`src/sv/lsef_pkg.sv`:
```
// Package for the LSB steganography frame extractor.
// It holds the item structs, the configuration and state types, and the phase and status codes.
// It has no dependencies.
`default_nettype none

package lsef_pkg;

  // Configuration register indexes.
  localparam logic [1:0] CFG_HEADER_LEN     = 2'd0;
  localparam logic [1:0] CFG_MAGIC_COUNT    = 2'd1;
  localparam logic [1:0] CFG_EXPECTED_MAGIC = 2'd2;
  localparam logic [1:0] CFG_EXT_MAX        = 2'd3;

  // Decoder phases.
  localparam logic [2:0] PH_HEADER = 3'd0;
  localparam logic [2:0] PH_MLEN   = 3'd1;
  localparam logic [2:0] PH_MCHAR  = 3'd2;
  localparam logic [2:0] PH_ELEN   = 3'd3;
  localparam logic [2:0] PH_ECHAR  = 3'd4;
  localparam logic [2:0] PH_DLEN   = 3'd5;
  localparam logic [2:0] PH_DCHAR  = 3'd6;
  localparam logic [2:0] PH_DONE   = 3'd7;

  // Section tags.
  localparam logic [1:0] SEC_MAGIC = 2'd0;
  localparam logic [1:0] SEC_EXT   = 2'd1;
  localparam logic [1:0] SEC_DATA  = 2'd2;

  // Status codes.
  localparam logic [1:0] ST_OK              = 2'd0;
  localparam logic [1:0] ST_BAD_MAGIC_COUNT = 2'd1;
  localparam logic [1:0] ST_MISMATCH        = 2'd2;
  localparam logic [1:0] ST_EXT_LONG        = 2'd3;

  // Reset values of the configuration registers.
  localparam logic [9:0]  HEADER_LEN_RST     = 10'd54;
  localparam logic [3:0]  MAGIC_COUNT_RST    = 4'd2;
  localparam logic [63:0] EXPECTED_MAGIC_RST = 64'd0;
  localparam logic [2:0]  EXT_MAX_RST        = 3'd5;

  // Bit counts that close a length word and a character.
  localparam logic [4:0] WORD_LAST_BIT = 5'd31;
  localparam logic [4:0] CHAR_LAST_BIT = 5'd7;

  typedef struct packed {
    logic [7:0] cover_byte;
    logic       restart;
  } in_item_t;

  typedef struct packed {
    logic [7:0] data_byte;
    logic       has_byte;
    logic [1:0] section;
    logic       last;
    logic [1:0] status;
  } out_item_t;

  typedef struct packed {
    logic [9:0]  header_len;
    logic [3:0]  magic_count;
    logic [63:0] expected_magic;
    logic [2:0]  ext_max;
  } cfg_t;

  typedef struct packed {
    logic [2:0]  phase;
    logic [9:0]  skip_count;
    logic [4:0]  bit_count;
    logic [31:0] shift_word;
    logic [31:0] remaining_count;
    logic [3:0]  magic_index;
    logic        magic_match;
  } dec_state_t;

  localparam dec_state_t DEC_STATE_RST = '{
    phase:           PH_HEADER,
    skip_count:      10'd0,
    bit_count:       5'd0,
    shift_word:      32'd0,
    remaining_count: 32'd0,
    magic_index:     4'd0,
    magic_match:     1'b1
  };

endpackage : lsef_pkg

`default_nettype wire

```
`src/sv/lsef_cfg_regs.sv`:
```
// Configuration registers of the LSB steganography frame extractor.
// Depends on lsef_pkg for the register indexes, reset values and cfg_t.
`default_nettype none

module lsef_cfg_regs import lsef_pkg::*; (
  input  wire logic        clk_i,
  input  wire logic        rst_ni,
  input  wire logic        cfg_valid_i,
  output logic             cfg_ready_o,
  input  wire logic [1:0]  cfg_index_i,
  input  wire logic [63:0] cfg_data_i,
  output cfg_t             cfg_o
);

  cfg_t cfg_q, cfg_d;

  // Writes are taken in any cycle.
  assign cfg_ready_o = 1'b1;

  // Register write decode.
  always_comb begin
    cfg_d = cfg_q;
    if (cfg_valid_i) begin
      unique case (cfg_index_i)
        CFG_HEADER_LEN:     cfg_d.header_len     = cfg_data_i[9:0];
        CFG_MAGIC_COUNT:    cfg_d.magic_count    = cfg_data_i[3:0];
        CFG_EXPECTED_MAGIC: cfg_d.expected_magic = cfg_data_i;
        CFG_EXT_MAX:        cfg_d.ext_max        = cfg_data_i[2:0];
        default:            cfg_d                = cfg_q;
      endcase
    end
  end

  always_ff @(posedge clk_i or negedge rst_ni) begin
    if (!rst_ni) begin
      cfg_q.header_len     <= HEADER_LEN_RST;
      cfg_q.magic_count    <= MAGIC_COUNT_RST;
      cfg_q.expected_magic <= EXPECTED_MAGIC_RST;
      cfg_q.ext_max        <= EXT_MAX_RST;
    end else begin
      cfg_q <= cfg_d;
    end
  end

  assign cfg_o = cfg_q;

endmodule : lsef_cfg_regs

`default_nettype wire

```
`src/sv/lsef_step.sv`:
```
// Per-item decode step: next decoder state and the optional result for one cover byte.
// Purely combinational. Depends on lsef_pkg for the types and codes.
`default_nettype none

module lsef_step import lsef_pkg::*; (
  input  cfg_t       cfg_i,
  input  dec_state_t st_i,
  input  in_item_t   item_i,
  output dec_state_t st_o,
  output logic       res_valid_o,
  output out_item_t  res_o
);

  dec_state_t  st;
  logic        go;
  logic [31:0] shift_v;
  logic [7:0]  char_v;
  logic [7:0]  want_v;
  logic [31:0] rem_v;
  logic        word_done;
  logic        char_done;

  // Expected magic character at the current position; positions past the eighth are zero.
  assign want_v = st_i.magic_index[3] ? 8'h00 :
                  cfg_i.expected_magic[{st_i.magic_index[2:0], 3'b000} +: 8];

  always_comb begin
    st          = item_i.restart ? DEC_STATE_RST : st_i;
    res_valid_o = 1'b0;
    res_o       = '0;
    go          = 1'b1;
    shift_v     = 32'd0;
    char_v      = 8'd0;
    rem_v       = 32'd0;
    word_done   = 1'b0;
    char_done   = 1'b0;

    // Halted, or still inside the header.
    if (st.phase == PH_DONE) begin
      go = 1'b0;
    end else if (st.phase == PH_HEADER) begin
      if (st.skip_count < cfg_i.header_len) begin
        st.skip_count = st.skip_count + 10'd1;
        go            = 1'b0;
      end else begin
        st.phase      = PH_MLEN;
        st.bit_count  = 5'd0;
        st.shift_word = 32'd0;
      end
    end

    if (go) begin
      shift_v       = {st.shift_word[30:0], item_i.cover_byte[0]};
      word_done     = (st.bit_count == WORD_LAST_BIT);
      char_done     = (st.bit_count == CHAR_LAST_BIT);
      char_v        = shift_v[7:0];
      rem_v         = st.remaining_count - 32'd1;
      st.shift_word = shift_v;

      if (st.phase == PH_MLEN || st.phase == PH_ELEN || st.phase == PH_DLEN) begin
        // Length words.
        if (!word_done) begin
          st.bit_count = st.bit_count + 5'd1;
        end else begin
          st.bit_count       = 5'd0;
          st.shift_word      = 32'd0;
          st.remaining_count = shift_v;
          if (st.phase == PH_MLEN) begin
            if (shift_v != {28'd0, cfg_i.magic_count}) begin
              st.phase    = PH_DONE;
              res_valid_o = 1'b1;
              res_o       = '{8'd0, 1'b0, SEC_MAGIC, 1'b1, ST_BAD_MAGIC_COUNT};
            end else begin
              st.magic_index = 4'd0;
              st.phase       = (shift_v == 32'd0) ? PH_ELEN : PH_MCHAR;
            end
          end else if (st.phase == PH_ELEN) begin
            if (shift_v > {29'd0, cfg_i.ext_max}) begin
              st.phase    = PH_DONE;
              res_valid_o = 1'b1;
              res_o       = '{8'd0, 1'b0, SEC_EXT, 1'b1, ST_EXT_LONG};
            end else if (shift_v == 32'd0) begin
              if (!st.magic_match) begin
                st.phase    = PH_DONE;
                res_valid_o = 1'b1;
                res_o       = '{8'd0, 1'b0, SEC_EXT, 1'b1, ST_MISMATCH};
              end else begin
                st.phase = PH_DLEN;
              end
            end else begin
              st.phase = PH_ECHAR;
            end
          end else begin
            if (shift_v == 32'd0) begin
              st.phase    = PH_DONE;
              res_valid_o = 1'b1;
              res_o       = '{8'd0, 1'b0, SEC_DATA, 1'b1, ST_OK};
            end else begin
              st.phase = PH_DCHAR;
            end
          end
        end
      end else begin
        // Characters.
        if (!char_done) begin
          st.bit_count = st.bit_count + 5'd1;
        end else begin
          st.bit_count       = 5'd0;
          st.shift_word      = 32'd0;
          st.remaining_count = rem_v;
          res_valid_o        = 1'b1;
          if (st.phase == PH_MCHAR) begin
            if (char_v != want_v) begin
              st.magic_match = 1'b0;
            end
            st.magic_index = st.magic_index + 4'd1;
            if (rem_v == 32'd0) begin
              st.phase = PH_ELEN;
            end
            res_o = '{char_v, 1'b1, SEC_MAGIC, 1'b0, ST_OK};
          end else if (st.phase == PH_ECHAR) begin
            res_o = '{char_v, 1'b1, SEC_EXT, 1'b0, ST_OK};
            if (rem_v == 32'd0) begin
              if (!st.magic_match) begin
                st.phase = PH_DONE;
                res_o    = '{char_v, 1'b1, SEC_EXT, 1'b1, ST_MISMATCH};
              end else begin
                st.phase = PH_DLEN;
              end
            end
          end else begin
            res_o = '{char_v, 1'b1, SEC_DATA, 1'b0, ST_OK};
            if (rem_v == 32'd0) begin
              st.phase = PH_DONE;
              res_o    = '{char_v, 1'b1, SEC_DATA, 1'b1, ST_OK};
            end
          end
        end
      end
    end

    st_o = st;
  end

endmodule : lsef_step

`default_nettype wire

```
`src/sv/lsb_stego_frame_extractor_unit.sv`:
```
// LSB steganography frame extractor, top level: input register, decode step, result register.
// An item's result, if any, is registered once the combinational step decodes the held item.
// Throughput: one cover byte per cycle while the result register is free or being emptied.
// Reset (rst_ni low, asynchronous): non-data registers to defaults, decoder to header skip.
// Depends on lsef_pkg, lsef_cfg_regs and lsef_step.
`default_nettype none

module lsb_stego_frame_extractor_unit import lsef_pkg::*; (
  input  wire logic        clk_i,
  input  wire logic        rst_ni,
  input  wire logic        in_valid_i,
  output logic             in_ready_o,
  input  wire in_item_t    in_item_i,
  output logic             out_valid_o,
  input  wire logic        out_ready_i,
  output out_item_t        out_item_o,
  input  wire logic        cfg_valid_i,
  output logic             cfg_ready_o,
  input  wire logic [1:0]  cfg_index_i,
  input  wire logic [63:0] cfg_data_i
);

  cfg_t       cfg;
  dec_state_t st_q, st_d;
  in_item_t   in_item_q;
  logic       in_valid_q;
  out_item_t  out_item_q, res;
  logic       out_valid_q;
  logic       res_valid;
  logic       fire;

  lsef_cfg_regs u_cfg (
    .clk_i       (clk_i),
    .rst_ni      (rst_ni),
    .cfg_valid_i (cfg_valid_i),
    .cfg_ready_o (cfg_ready_o),
    .cfg_index_i (cfg_index_i),
    .cfg_data_i  (cfg_data_i),
    .cfg_o       (cfg)
  );

  lsef_step u_step (
    .cfg_i       (cfg),
    .st_i        (st_q),
    .item_i      (in_item_q),
    .st_o        (st_d),
    .res_valid_o (res_valid),
    .res_o       (res)
  );

  // The held item is decoded when the result register is free or being emptied.
  assign fire       = in_valid_q && (!out_valid_q || out_ready_i);
  assign in_ready_o = !in_valid_q || fire;

  // Input register.
  always_ff @(posedge clk_i or negedge rst_ni) begin
    if (!rst_ni) begin
      in_valid_q <= 1'b0;
    end else if (in_valid_i && in_ready_o) begin
      in_valid_q <= 1'b1;
    end else if (fire) begin
      in_valid_q <= 1'b0;
    end
  end

  always_ff @(posedge clk_i) begin
    if (in_valid_i && in_ready_o) begin
      in_item_q <= in_item_i;
    end
  end

  // Decoder state advances once per decoded item.
  always_ff @(posedge clk_i or negedge rst_ni) begin
    if (!rst_ni) begin
      st_q <= DEC_STATE_RST;
    end else if (fire) begin
      st_q <= st_d;
    end
  end

  // Result register.
  always_ff @(posedge clk_i or negedge rst_ni) begin
    if (!rst_ni) begin
      out_valid_q <= 1'b0;
    end else if (fire) begin
      out_valid_q <= res_valid;
    end else if (out_ready_i) begin
      out_valid_q <= 1'b0;
    end
  end

  always_ff @(posedge clk_i) begin
    if (fire && res_valid) begin
      out_item_q <= res;
    end
  end

  assign out_valid_o = out_valid_q;
  assign out_item_o  = out_item_q;

  // Any error status closes the file.
  assert property (@(posedge clk_i) disable iff (!rst_ni)
    out_valid_q |-> (out_item_q.status == ST_OK || out_item_q.last))
    else $error("error status without last");

  // A result without a character carries a zero byte.
  assert property (@(posedge clk_i) disable iff (!rst_ni)
    (out_valid_q && !out_item_q.has_byte) |-> (out_item_q.data_byte == 8'd0))
    else $error("empty result with nonzero byte");

  // A last result leaves the decoder halted.
  assert property (@(posedge clk_i) disable iff (!rst_ni)
    (fire && res_valid && res.last) |=> (st_q.phase == PH_DONE))
    else $error("decoder not halted after last result");

  // Character phases never count past eight bits.
  assert property (@(posedge clk_i) disable iff (!rst_ni)
    (st_q.phase == PH_MCHAR || st_q.phase == PH_ECHAR || st_q.phase == PH_DCHAR)
      |-> (st_q.bit_count <= CHAR_LAST_BIT))
    else $error("character bit count overrun");

  // Input stalls only while an item is held.
  assert property (@(posedge clk_i) disable iff (!rst_ni)
    !in_ready_o |-> (in_valid_q && out_valid_q && !out_ready_i))
    else $error("input stalled without cause");

endmodule : lsb_stego_frame_extractor_unit

`default_nettype wire
```
`config.mk`:
```
export PLATFORM = sky130hd
export DESIGN_NAME = lsb_stego_frame_extractor_unit
export DESIGN_NICKNAME = d
export VERILOG_FILES = /design/src/sv/lsef_pkg.sv /design/src/sv/lsef_cfg_regs.sv /design/src/sv/lsef_step.sv /design/src/sv/lsb_stego_frame_extractor_unit.sv
export SDC_FILE = /design/constraint.sdc
export NUM_CORES = 1
export LEC_CHECK = 0
export BUFFER_PORTS_ARGS = -buffer_cell sky130_fd_sc_hd__clkbuf_2
export CAP_MARGIN = 20
export CORE_AREA = 2 2 164 231
export DETAILED_ROUTE_END_ITERATION = 10
export DIE_AREA = 0 0 166 233
export PLACE_DENSITY_LB_ADDON = 0.3
export SETUP_SLACK_MARGIN = 0.3
export SYNTH_ARGS = -nofsm -noshare
export SYNTH_HDL_FRONTEND = slang
export SYNTH_SLANG_ARGS = --single-unit
export TNS_END_PERCENT = 5
```
`constraint.sdc`:
```
create_clock -name clk_i -period 21 [get_ports clk_i]
set_clock_uncertainty 0.05 [all_clocks]
set_input_delay 4.2 -clock clk_i [delete_from_list [all_inputs] [get_ports clk_i]]
set_output_delay 4.2 -clock clk_i [all_outputs]
set_load 0.02 [all_outputs]
```
**Yosys cells after proc, flatten, opt, wreduce, memory -nomap -nowiden**

Cells that the tools add are included.

- Bits in registers: 186
- Output and inout port bits: 17

- Add/subtract/negate cells: 4
- Eq/ne operators: 13
- Mux-type cells: 68
- Shift-type cells: 1
- Reductions and logical operators: 19
- $lt $le $gt $ge: 2

Operator list:

| kind | number |
|---|---|
| two-way mux 50 bit | 2 |
| two-way mux 14 bit | 7 |
| two-way mux 87 bit | 1 |
| two-way mux 74 bit | 1 |
| two-way mux 73 bit | 1 |
| two-way mux 69 bit | 1 |
| two-way mux 68 bit | 1 |
| zero test 32 bit | 2 |
| variable part select 64 x 7 -> 8 bit | 1 |
| two-way mux 3 bit | 18 |
| two-way mux 37 bit | 1 |
| greater-than comparator 32 x 3 -> 1 bit | 1 |
| != test 32 x 4 -> 1 bit | 1 |
| subtractor 32 x 1 -> 32 bit, second input constant | 1 |
| two-way mux 5 bit | 6 |
| two-way mux 1 bit | 22 |
| two-way mux 4 bit | 3 |
| adder 10 x 1 -> 10 bit, second input constant | 1 |
| < comparator 10 bit | 1 |
| two-way mux 10 bit | 1 |
| == test 3 bit, second input constant | 3 |
| two-way mux 8 bit | 1 |
| != test 8 bit | 1 |
| AND reduction 2 bit | 4 |
| other kinds (15) | 25 |

**Longest topological paths before layout**

Gate-level depths: netlist of run 1.

- Depth in word-level cells: 14
- Mapped depth: 26
- Depth with buffers taken out: 17

**Cells and area by module**

A second synthesis of run 1 with hierarchy kept.

- Cells, all modules: 1108
- Area total of the unflattened synthesis: 12089.1 um2

Modules (own cells, without submodules):

| module | instances | cells each | area an instance (um2) |
|---|---|---|---|
| lsef_step | 1 | 715 | 4600.7 |
| lsb_stego_frame_extractor_unit | 1 | 217 | 4140.2 |
| lsef_cfg_regs | 1 | 176 | 3348.2 |

**Worst setup path before layout of run 1**

No wires, ideal clock.

- Path type: input to output
- Start point: input out_ready_i
- End point: output in_ready_o
- Data arrival time: 4.478 ns
- Path slack: 12.272 ns
- Stages on the path: 1
- Data required time: 16.750 ns
- Cell sequence: nand3b_1

- Word-level cells in the longest chain between the ends: 3

Ends and longest elaborated chain:

| item | line | RTL |
|---|---|---|
| start: declaration | lsb_stego_frame_extractor_unit.sv:15 | `input wire logic out_ready_i,` |
| logical OR 1 bit | lsb_stego_frame_extractor_unit.sv:52 | `assign fire = in_valid_q && (!out_valid_q \|\| out_ready_i);` |
| logical AND 1 bit | lsb_stego_frame_extractor_unit.sv:52 |  |
| logical OR 1 bit | lsb_stego_frame_extractor_unit.sv:53 | `assign in_ready_o = !in_valid_q \|\| fire;` |
| end: declaration | lsb_stego_frame_extractor_unit.sv:12 | `output logic in_ready_o,` |

Every way passes these cells.

**Worst setup path after layout of run 1**

Same ends and word-level chain as after synthesis.

==> results of run 1 <==
-- power by group through the flow --
stage | clock network, uW | registers (uW) | logic (uW)
global route | 359 | 425 | 179
detailed placement | 0 | 427 | 162
CTS | 346 | 420 | 163
global placement | 0 | 425 | 159
finish | 337 | 420 | 161
floorplan | 0 | 417 | 117
-- path summary, 6_finish.rpt --
check,from,to,slack [ns],depth (start not counted)
max in group asynchronous,rst_ni,u_cfg.cfg_o[68],15.88,3
min in group asynchronous,rst_ni,st_q[11],3.74,1
min reg2reg,u_cfg.cfg_o[21],u_cfg.cfg_o[21],0.45,1
max,out_ready_i,in_ready_o,12.12,3
max reg2reg,in_item_q[0],out_item_o[1],13.60,17
min,u_cfg.cfg_o[21],u_cfg.cfg_o[21],0.45,1
-- routing by layer --
metal,up-vias,track usage (%)
met5,-,0
met4,0,10.1
met3,79,2.35
met2,276,30.0
met1,4493,19.9
li1,4168,-
-- kinds of logic after synthesis --
| logic type | share of synthesized area (%) |
|---|---|
| AND/OR/NAND/NOR | 17.9 |
| AO/OA/AOI/OAI | 17.7 |
| flip-flops | 43.5 |
| buffers and inverters | 4.41 |
| multiplexers | 11.9 |
| XOR/XNOR | 2.66 |
| adder cells (fa/ha/maj) | 1.85 |
| other | 0.0346 |
-- cells in the final DEF, fill, tap and decap left out, drive strengths merged, types with 10 or more instances in the layout --
| cell | synthesis | final |
|---|---|---|
| o22ai | 28 | 28 |
| o21ai | 53 | 53 |
| clkbuf | 63 | 105 |
| a31oi | 10 | 10 |
| mux2i | 11 | 11 |
| nand4 | 14 | 14 |
| a22oi | 15 | 15 |
| inv | 36 | 42 |
| a22o | 55 | 55 |
| nor2b | 16 | 16 |
| xor2 | 16 | 16 |
| nand2 | 83 | 83 |
| edfxtp | 16 | 16 |
| a21oi | 39 | 39 |
| nor4 | 26 | 26 |
| dfrtp | 161 | 161 |
| xnor2 | 17 | 17 |
| mux4 | 16 | 16 |
| and2 | 16 | 16 |
| nand3 | 34 | 34 |
| and3 | 28 | 28 |
| mux2 | 73 | 73 |
| nor3 | 26 | 26 |
| ha | 16 | 16 |
| nor2 | 70 | 70 |
| buf | 19 | 18 |
-- state kept, by name, indices dropped and copies added, names as in the netlist --
name,cells
in_item_q,2
out_item_o,14
st_q,86
in_valid_q,1
out_valid_o,1
u_cfg.cfg_o,81
-- layout make-up --
| class | instances | area, um2 | share of cell area [%] |
|---|---|---|---|
| clock buffer | 18 | 439 | 3.57 |
| clock inverter | 14 | 164 | 1.33 |
| inverter | 37 | 139 | 1.13 |
| multi-input combinational | 789 | 5660 | 46.0 |
| sequential | 185 | 4720 | 38.4 |
| tap | 467 | 584 | 4.75 |
| timing repair buffer | 105 | 594 | 4.83 |
-- per-stage QoR --
stage | hold slack, ns | utilization [%] | instances | power, uW
floorplan | 0.422 | - | 1093 | 533
global placement | 0.433 | 32.0 | 1581 | 584
detailed placement | 0.440 | 32.0 | 1582 | 589
CTS | 0.457 | 33.7 | 1614 | 929
global route | 0.463 | 33.7 | 1615 | 963
finish | 0.450 | 33.7 | 1615 | 917
==> out/metrics.cfg, run 1 <==
[job]
drv_cap = 0

[pwr]
p_leak_uw = 0.00528
power_density_mw_per_mm2 = 74.6
p_comb_share_pct = 17.5
p_sw_uw = 264
p_int_uw = 653
p_sw_share_pct = 28.8
worst_ir_drop_vdd_v = 0.0000574
power_frac_seq_pct = 45.8
clock_power_share_pct = 36.7

[layout]
fin_nets = 1231
stdcell_area_mm2 = 0.0123
drive_gt1_share_pct = 22.3
antennaDiodeCount = 0
fillCellCount = 3688
syn2layout_area_growth_pct = 13.4

[detailed_routing]
drtIter0Drc = 704
routed_wl_um = 32600
drc = 0
highest_layer = met4
drt_pass1_iterations = 5
wl_met1_um = 12900
ant_nets = 0
wl_per_cell_um = 20.2
num_vias = 9016
dr_wl_met3_um = 1330
viasPerCell = 5.58
dr_wl_met2_um = 16600

[clock_network]
clockRootBuffer = clkbuf_16
numClockSinks = 185
cts_inserted_buffers = 17
postCtsSetupRepairBufs = 0
insertion_delay_ns = 0.44
cts_resized = 0
cts_tree = done
clkTransAtPathRegs_ns = 0.07
clockBufferDepth = 2
cts.htree.levels = 4
cts_hold_buffers = 0

[synth]
netlist_top_cells_count = dfrtp_1, nand2_1, mux2_2, nor2_1, clkbuf_1
avgSynthCellArea_um2 = 9.93
synthArstFlopShare_pct = 91.4
syn_area_mm2 = 0.0108
yosys.cell_types.count = 82
synth.largest_area_cell = dfrtp_1
synth_edf_count = 16
ys.flop_type = dfrtp_1
syn-num-nets = 1189
yosysWarnings = 0
synth.most_common_cell = dfrtp_1
synth_cells = 1093
yosysSeqAreaShare_pct = 43.5
synth_seq_cells = 185
synth.top_cell.area_share_pct = 37.1
yosys-top-cells-area = dfrtp_1, mux2_2, a22o_1

[sta]
finalHoldViolations = 0
setup_slack_ns = 12.12
final.setup.tns_ns = 0
timing.fmax_ghz = 0.113
rsz0062_at_grt = no
worst_pin_slew_ns = 1.05
fin_crit_ns = 8.88
slew_headroom_pct = 30.1
setup_viol = 0
finalCritPeriodShare_pct = 42.3
drv_slew = 0

[global_route]
grt_start_max_net_pins = 91
antenna_found_initial = 0
gr-usage-all-layers_pct = 17.1
grt-ovfl-total = 0
grt_pass1_vias = 9004
grt_pass1_wl_um = 51900

[setup_path]
cp.arrival_ns = 4.63
timing.critical_path.mode_cell = clkbuf_2
critPathBufInv = 2
crit_type = input pin to primary output
critical_path_required_ns = 16.75
crit_path_start_kind = input pin
crit_chain = clkbuf_2 -> nand3b_1 -> clkbuf_2
crit_slowest_cell = nand3b_1
crit_path_max_incr_delay_ns = 0.17
cp_top_family = buffers and inverters
worstPathMaxFanout = 3
critPathCaptureType = primary output

[placed_design]
pre_cts_ws_ns = 12.12
dpl_cell_area_mm2 = 0.0117
io_buffers = 88
hpwl_um = 22900
place.gp.congestion = 0.947

[floorplan]
rows = 83
fp.dieW_um = 166
initial_core_util_pct = 29.8
io_pins = 97
dieArea_mm2 = 0.0387
die_height_um = 233
coreArea_mm2 = 0.0365

[run_status]
status = complete, no violations

[min_path]
hp-class = flop to flop

No activity file was read; power rests on OpenSTA's default activity.
==> run 2: changes to the inputs <==
==> constraint.sdc (replaced) <==
create_clock -name clk_i -period 7.95 [get_ports clk_i]
set_clock_uncertainty 0.05 [all_clocks]
set_input_delay 1.59 -clock clk_i [delete_from_list [all_inputs] [get_ports clk_i]]
set_output_delay 1.59 -clock clk_i [all_outputs]
set_load 0.02 [all_outputs]
==> out/metrics.cfg, run 2 (synthesis results as in run 1) <==
[clock_network]
cts_tree = done
cts_inserted_buffers = 17
clkTransAtPathRegs_ns = 0.07
cts.htree.levels = 4
clockRootBuffer = clkbuf_16
cts_resized = 0
insertion_delay_ns = 0.46
clockBufferDepth = 2
cts_hold_buffers = 0
postCtsSetupRepairBufs = 0
numClockSinks = 185

[layout]
fin_nets = 1230
antennaDiodeCount = 0
fillCellCount = 3690
syn2layout_area_growth_pct = 13.8
final_cell_mix = dfrtp_1, clkbuf_2, nand2_1, mux2_2, nor2_1
largest_reg_flops = 86
drive_gt1_share_pct = 22.2
regMostFlops = st_q
stdcell_count = 1614
final_common_cell = dfrtp_1

[placed_design]
post-place-cells = 1581
hpwl_um = 23300
io_buffers = 88
place.gp.congestion = 0.903

[sta]
final.setup.tns_ns = 0
finalCritPeriodShare_pct = 73.8
rsz0062_at_grt = no
setup_viol = 0
timing.fmax_ghz = 0.170
slew_headroom_pct = 26.9
fin_crit_ns = 5.87
finalHoldViolations = 0
worst_pin_slew_ns = 1.09
drv_slew = 0

[detailed_routing]
drtIter0Drc = 649
routed_wl_um = 32900
ant_nets = 0
wl_per_cell_um = 20.4
drc = 0
viasPerCell = 5.54
drt_pass1_iterations = 6
num_vias = 8943

[run_status]
status = complete, no violations

[job]
drv_cap = 0

[floorplan]
fp.dieW_um = 166
initial_core_util_pct = 29.8
dieArea_mm2 = 0.0387
rows = 83
coreArea_mm2 = 0.0365
die_height_um = 233
io_pins = 97

[pwr]
power_density_mw_per_mm2 = 201
p_leak_uw = 0.00530
worst_ir_drop_vdd_v = 0.000164

[setup_path]
reg2regPathDepth = 14
worstReg2RegEnd = out_item_o[6]
critPathLaunch = in_item_q[0]
cp.arrival_ns = 5.98
crit_type = flop to flop
r2r_setup_slack_ns = 2.08
critical_path_required_ns = 8.06
worstPathMaxFanout = 34
r2r_start = in_item_q[0]
setup.worst_path.end = out_item_o[6]
critPathCaptureType = flop
crit_path_start_kind = flop

[global_route]
grt_start_max_net_pins = 105
top_usage_layer = met2
met1_usage_pct = 20.0
met3_usage_pct = 2.25
grt_pass1_vias = 9013
grt-ovfl-total = 0
grt_pass1_wl_um = 51900
antenna_found_initial = 0
gr-usage-met2_pct = 30.5
gr-usage-all-layers_pct = 17.3

[min_path]
hp-class = flop to flop

-- run 2: how the worst min path moves through the flow --
stage	depth (start not counted)	to	slack (ns)	start
finish	1	u_cfg.cfg_o[62]	0.45	u_cfg.cfg_o[62]
global route	1	u_cfg.cfg_o[62]	0.46	u_cfg.cfg_o[62]
CTS	1	u_cfg.cfg_o[62]	0.46	u_cfg.cfg_o[62]
detailed placement	1	u_cfg.cfg_o[62]	0.44	u_cfg.cfg_o[62]
global placement	1	u_cfg.cfg_o[18]	0.43	u_cfg.cfg_o[18]
floorplan	2	st_q[35]	0.42	st_q[35]
-- run 2: critical path, stage by stage (launching register included) --
cell       delay [ns]
edfxtp_1         0.75
nor2b_1          0.11
ha_1             0.22
nor2b_1          0.13
o211a_1          0.22
o31ai_1          0.58
a31o_2           0.72
nand2_1          0.54
nor2_1           0.24
ha_1             0.20
clkinv_1         0.13
nor3_1           0.57
a2bb2oi_1        0.21
a21oi_1          0.60
buf_4            0.29
-- run 2: cell type report --
type | instances | area, um2 | area share (%)
clock buffer | 21 | 503 | 4.07
timing repair buffer | 104 | 587 | 4.75
multi-input combinational | 789 | 5660 | 45.8
tap | 467 | 584 | 4.73
clock inverter | 11 | 154 | 1.25
inverter | 37 | 139 | 1.12
sequential | 185 | 4720 | 38.2
-- run 2: stage by stage --
step	total power, uW	hold WS [ns]	util [%]	instance area [um2]	setup WS [ns]
after floorplan	1410	0.422	-	10800	1.30
after global placement	1540	0.433	32.0	11700	2.07
after detailed placement	1550	0.440	32.0	11700	2.20
after CTS	2510	0.456	33.8	12300	2.15
after global routing	2600	0.462	33.9	12300	1.77
final	2480	0.452	33.9	12300	2.08
-- run 2: per-layer routing --
layer	routed length [um]	share of wire, %
met1	13200	40
met2	16900	51
met3	1120	3.4
met4	1740	5.3
met5	0	0
-- run 2: power breakdown --
part | switching (uW) | leakage (uW) | internal [uW]
combinational | 221 | 0.00264 | 195
sequential | 67.3 | 0.00233 | 1050
clock | 395 | 0.000322 | 553
total | 684 | 0.00530 | 1800
